$ cat config.mk
export PLATFORM = sky130hd
export DESIGN_NAME = tcpct_ram
export DESIGN_NICKNAME = d
export VERILOG_FILES = /design/src/rtl/core/tcpct_ram.sv
export SDC_FILE = /design/constraint.sdc
export NUM_CORES = 1
export LEC_CHECK = 0
export BUFFER_PORTS_ARGS = -buffer_cell sky130_fd_sc_hd__buf_4
export CORE_MARGIN = 4
export CORE_UTILIZATION = 40
export CTS_CLUSTER_DIAMETER = 50
export DETAILED_ROUTE_END_ITERATION = 8
export PLACE_DENSITY = 0.65
export SLEW_MARGIN = 5
export SYNTH_ARGS = -nofsm -noshare
export SYNTH_HDL_FRONTEND = slang
export SYNTH_SLANG_ARGS = --single-unit
export TNS_END_PERCENT = 1
$ cat constraint.sdc
create_clock -name clk_i -period 4 [get_ports clk_i]
set_clock_uncertainty 0.2 [all_clocks]
set_input_delay 0.2 -clock clk_i [delete_from_list [all_inputs] [get_ports clk_i]]
set_output_delay 0.2 -clock clk_i [all_outputs]
set_load 0.02 [all_outputs]
$ cat src/rtl/core/tcpct_ram.sv
// Generic single write port, single read port RAM with registered read data.
module tcpct_ram #(
  parameter int unsigned WIDTH = 8,
  parameter int unsigned DEPTH = 64
) (
  input  logic                     clk_i,
  input  logic                     we_i,
  input  logic [$clog2(DEPTH)-1:0] waddr_i,
  input  logic [WIDTH-1:0]         wdata_i,
  input  logic                     re_i,
  input  logic [$clog2(DEPTH)-1:0] raddr_i,
  output logic [WIDTH-1:0]         rdata_o
);

  logic [WIDTH-1:0] mem_q [DEPTH];

  always_ff @(posedge clk_i) begin
    if (we_i) begin
      mem_q[waddr_i] <= wdata_i;
    end
    if (re_i) begin
      rdata_o <= mem_q[raddr_i];
    end
  end

endmodule

==> flow_metrics.tcl <==
set metrics [dict create \
    wire_per_inst_um 25.9 \
    vdd_drop_max_uv 263 \
    grt_max_degree 65 \
    power_density_nw_per_um2 493 \
    ys_ff_latch 520 \
    yosysMostFrequentCell "edfxtp_1" \
    min_period_ns 2.56 \
    violations "hold timing" \
    synthCells 940 \
    ys_seq_area_share_pct 77.1 \
    fin_crit_sh_pct 64.0 \
    yosysUniqueCellTypes 39 \
    area_growth_pct 12.7 \
    critPathArrivalTime_ns 2.54 \
    r2r_cells 4 \
    routed_via_density 5.64 \
    grt_pass1_wl_um 65500 \
    pre_cts_ws_ns 0.862 \
    critPathLaunchType "primary input" \
    synth_largest_area_cell "edfxtp_1" \
    dp_cells 1608 \
    dp_hpwl_um 26700 \
    h-tree-depth 2 \
    synth_area_um2 20200 \
    die_x_um 233 \
    antenna_found_initial 2 \
    netlist.area_leader.share_pct 77.1 \
    clock-sinks 520 \
    drc 0 \
    synth-edff-count 520 \
    rsz0062_at_grt "false" \
    coreArea_um2 50100 \
    status "finished with violations" \
    cts_root_buf "clkbuf_16" \
    maxCapViolations 0 \
    slew_viol_final 0 \
    min_path_type "in2reg" \
    hold_viol_final 8 \
    path_max_fanout 10 \
    avgSynthCellArea_um2 21.5 \
    synth_ff_type "edfxtp_1" \
    whs_path_depth 1 \
    cts_hold_buf 5 \
    relSlewSlack_pct 33.5 \
    die_area_um2 54300 \
    grt_usage_pct 16.4 \
    numCtsBuffers 48 \
    placed_area_um2 21200 \
    ant_nets 0 \
    row_count 82 \
    vias 9590 \
    ys_top_cells_by_count "520 x edfxtp_1, 126 x mux4_2, 83 x nor2_1, 23 x mux2i_1, 19 x nand2_1" \
    grt-ovfl-total 0 \
    post-cts-setup-buffers 0 \
    nNetsFinal 1014 \
    dr.pass1.iters 5 \
    synth_nets 963 \
    cts_max_path_buffers 3 \
    setup_ws_ns 1.44 \
    async_flop_share_pct 0 \
    grt_pass1_vias 9562 \
    place_congestion 0.792 \
    drive_above_1_share_pct 25.3 \
    synth_area_leaders "edfxtp_1 77%, mux4_2 14%, nor2_1 1.5%" \
    finalSetupViolCount 0 \
    hold_slack_ns -0.00910 \
    clkLatencyLatePin_ns 0.56 \
    fmax_mhz 390 \
    tightest_slew_ns 0.993 \
    yosysWarnings 0 \
    io_buffers 30 \
    fin_area_um2 22800 \
    cts_tree "done" \
    io_pins 31 \
    crit_path_end_kind "flip-flop" \
    die_h_um 233 \
    post_cts_resized 0 \
    criticalPathCategory "in2reg" \
    path_clk_slew_ns 0.06 \
    final.fill_count 4202 \
    utilization_pct 45.6 \
    fin_setup_tns_ns 0 \
    required_ns 3.98 \
    first_iter_violations 1218 \
    power_mw 11.2 \
    layout.cells.non_filler 1700 \
    leakagePower_nw 7.00 \
    initial_utilization_pct 40.4 \
    wirelength_um 44100 \
]
## placed cells by master, fill, tap and decap left out, types with 8 or more instances in the layout
cell	netlist	routed
clkbuf_16	0	49
nand3_1	13	13
mux4_2	126	126
clkinv_2	0	10
edfxtp_1	520	520
nand2_1	19	19
o221ai_1	8	8
mux2_2	13	13
clkbuf_1	17	9
o22ai_1	8	8
nor2_1	83	83
buf_4	13	43
nor2b_1	14	14
mux2i_1	23	23
## path summary, 6_finish.rpt
check                                   from           end  slack (ns)
worst max-delay path              waddr_i[1]  mem_q[47][2]        1.44
worst min register to register  mem_q[30][4]    rdata_o[4]        0.70
worst min-delay path              wdata_i[2]  mem_q[21][2]      -0.009
worst max register to register  mem_q[43][0]    rdata_o[0]        1.69
## power breakdown
group | leakage, nW | switching, mW | internal [mW]
combinational | 1.54 | 0.348 | 0.215
clock | 0.772 | 1.92 | 2.70
sequential | 4.69 | 0.0164 | 6.04
## critical path, stage by stage
cell and delay [ns]:
dlygate4sd3_1 0.52, buf_4 0.17, nand4_1 0.63, nor2_1 1.01
## area by class of cell
class	count	area [um2]	share of cell area (%)
Antenna cell	1	2.50	0.0110
Clock buffer	58	1260	5.52
Clock inverter	28	334	1.46
Multi-Input combinational cell	369	4320	18.9
Sequential cell	520	15600	68.4
Tap cell	672	841	3.69
Timing Repair Buffer	52	447	1.96
## kinds of logic (layout without fill, tap and decap cells)
kind of cell	count (synthesis)	in the layout	synth area share, %
flops	520	520	77.1
other cells	0	1	0
compound gates	54	54	2.06
simple gates	153	153	3.37
buf+inv	51	138	1.56
mux	162	162	15.9
## sequential cells by signal, summed over array words and instances, names as in the netlist
name     cells
mem_q      512
rdata_o      8
## per-layer routing
metal,up-vias,GRT usage [%],share of wire (%)
met5,-,0,0.027
met4,2,4.30,2.2
met3,64,3.31,8.3
met2,415,25.5,47
met1,5064,23.8,42
li1,4045,-,-
Power figures use the tool's default switching activity.
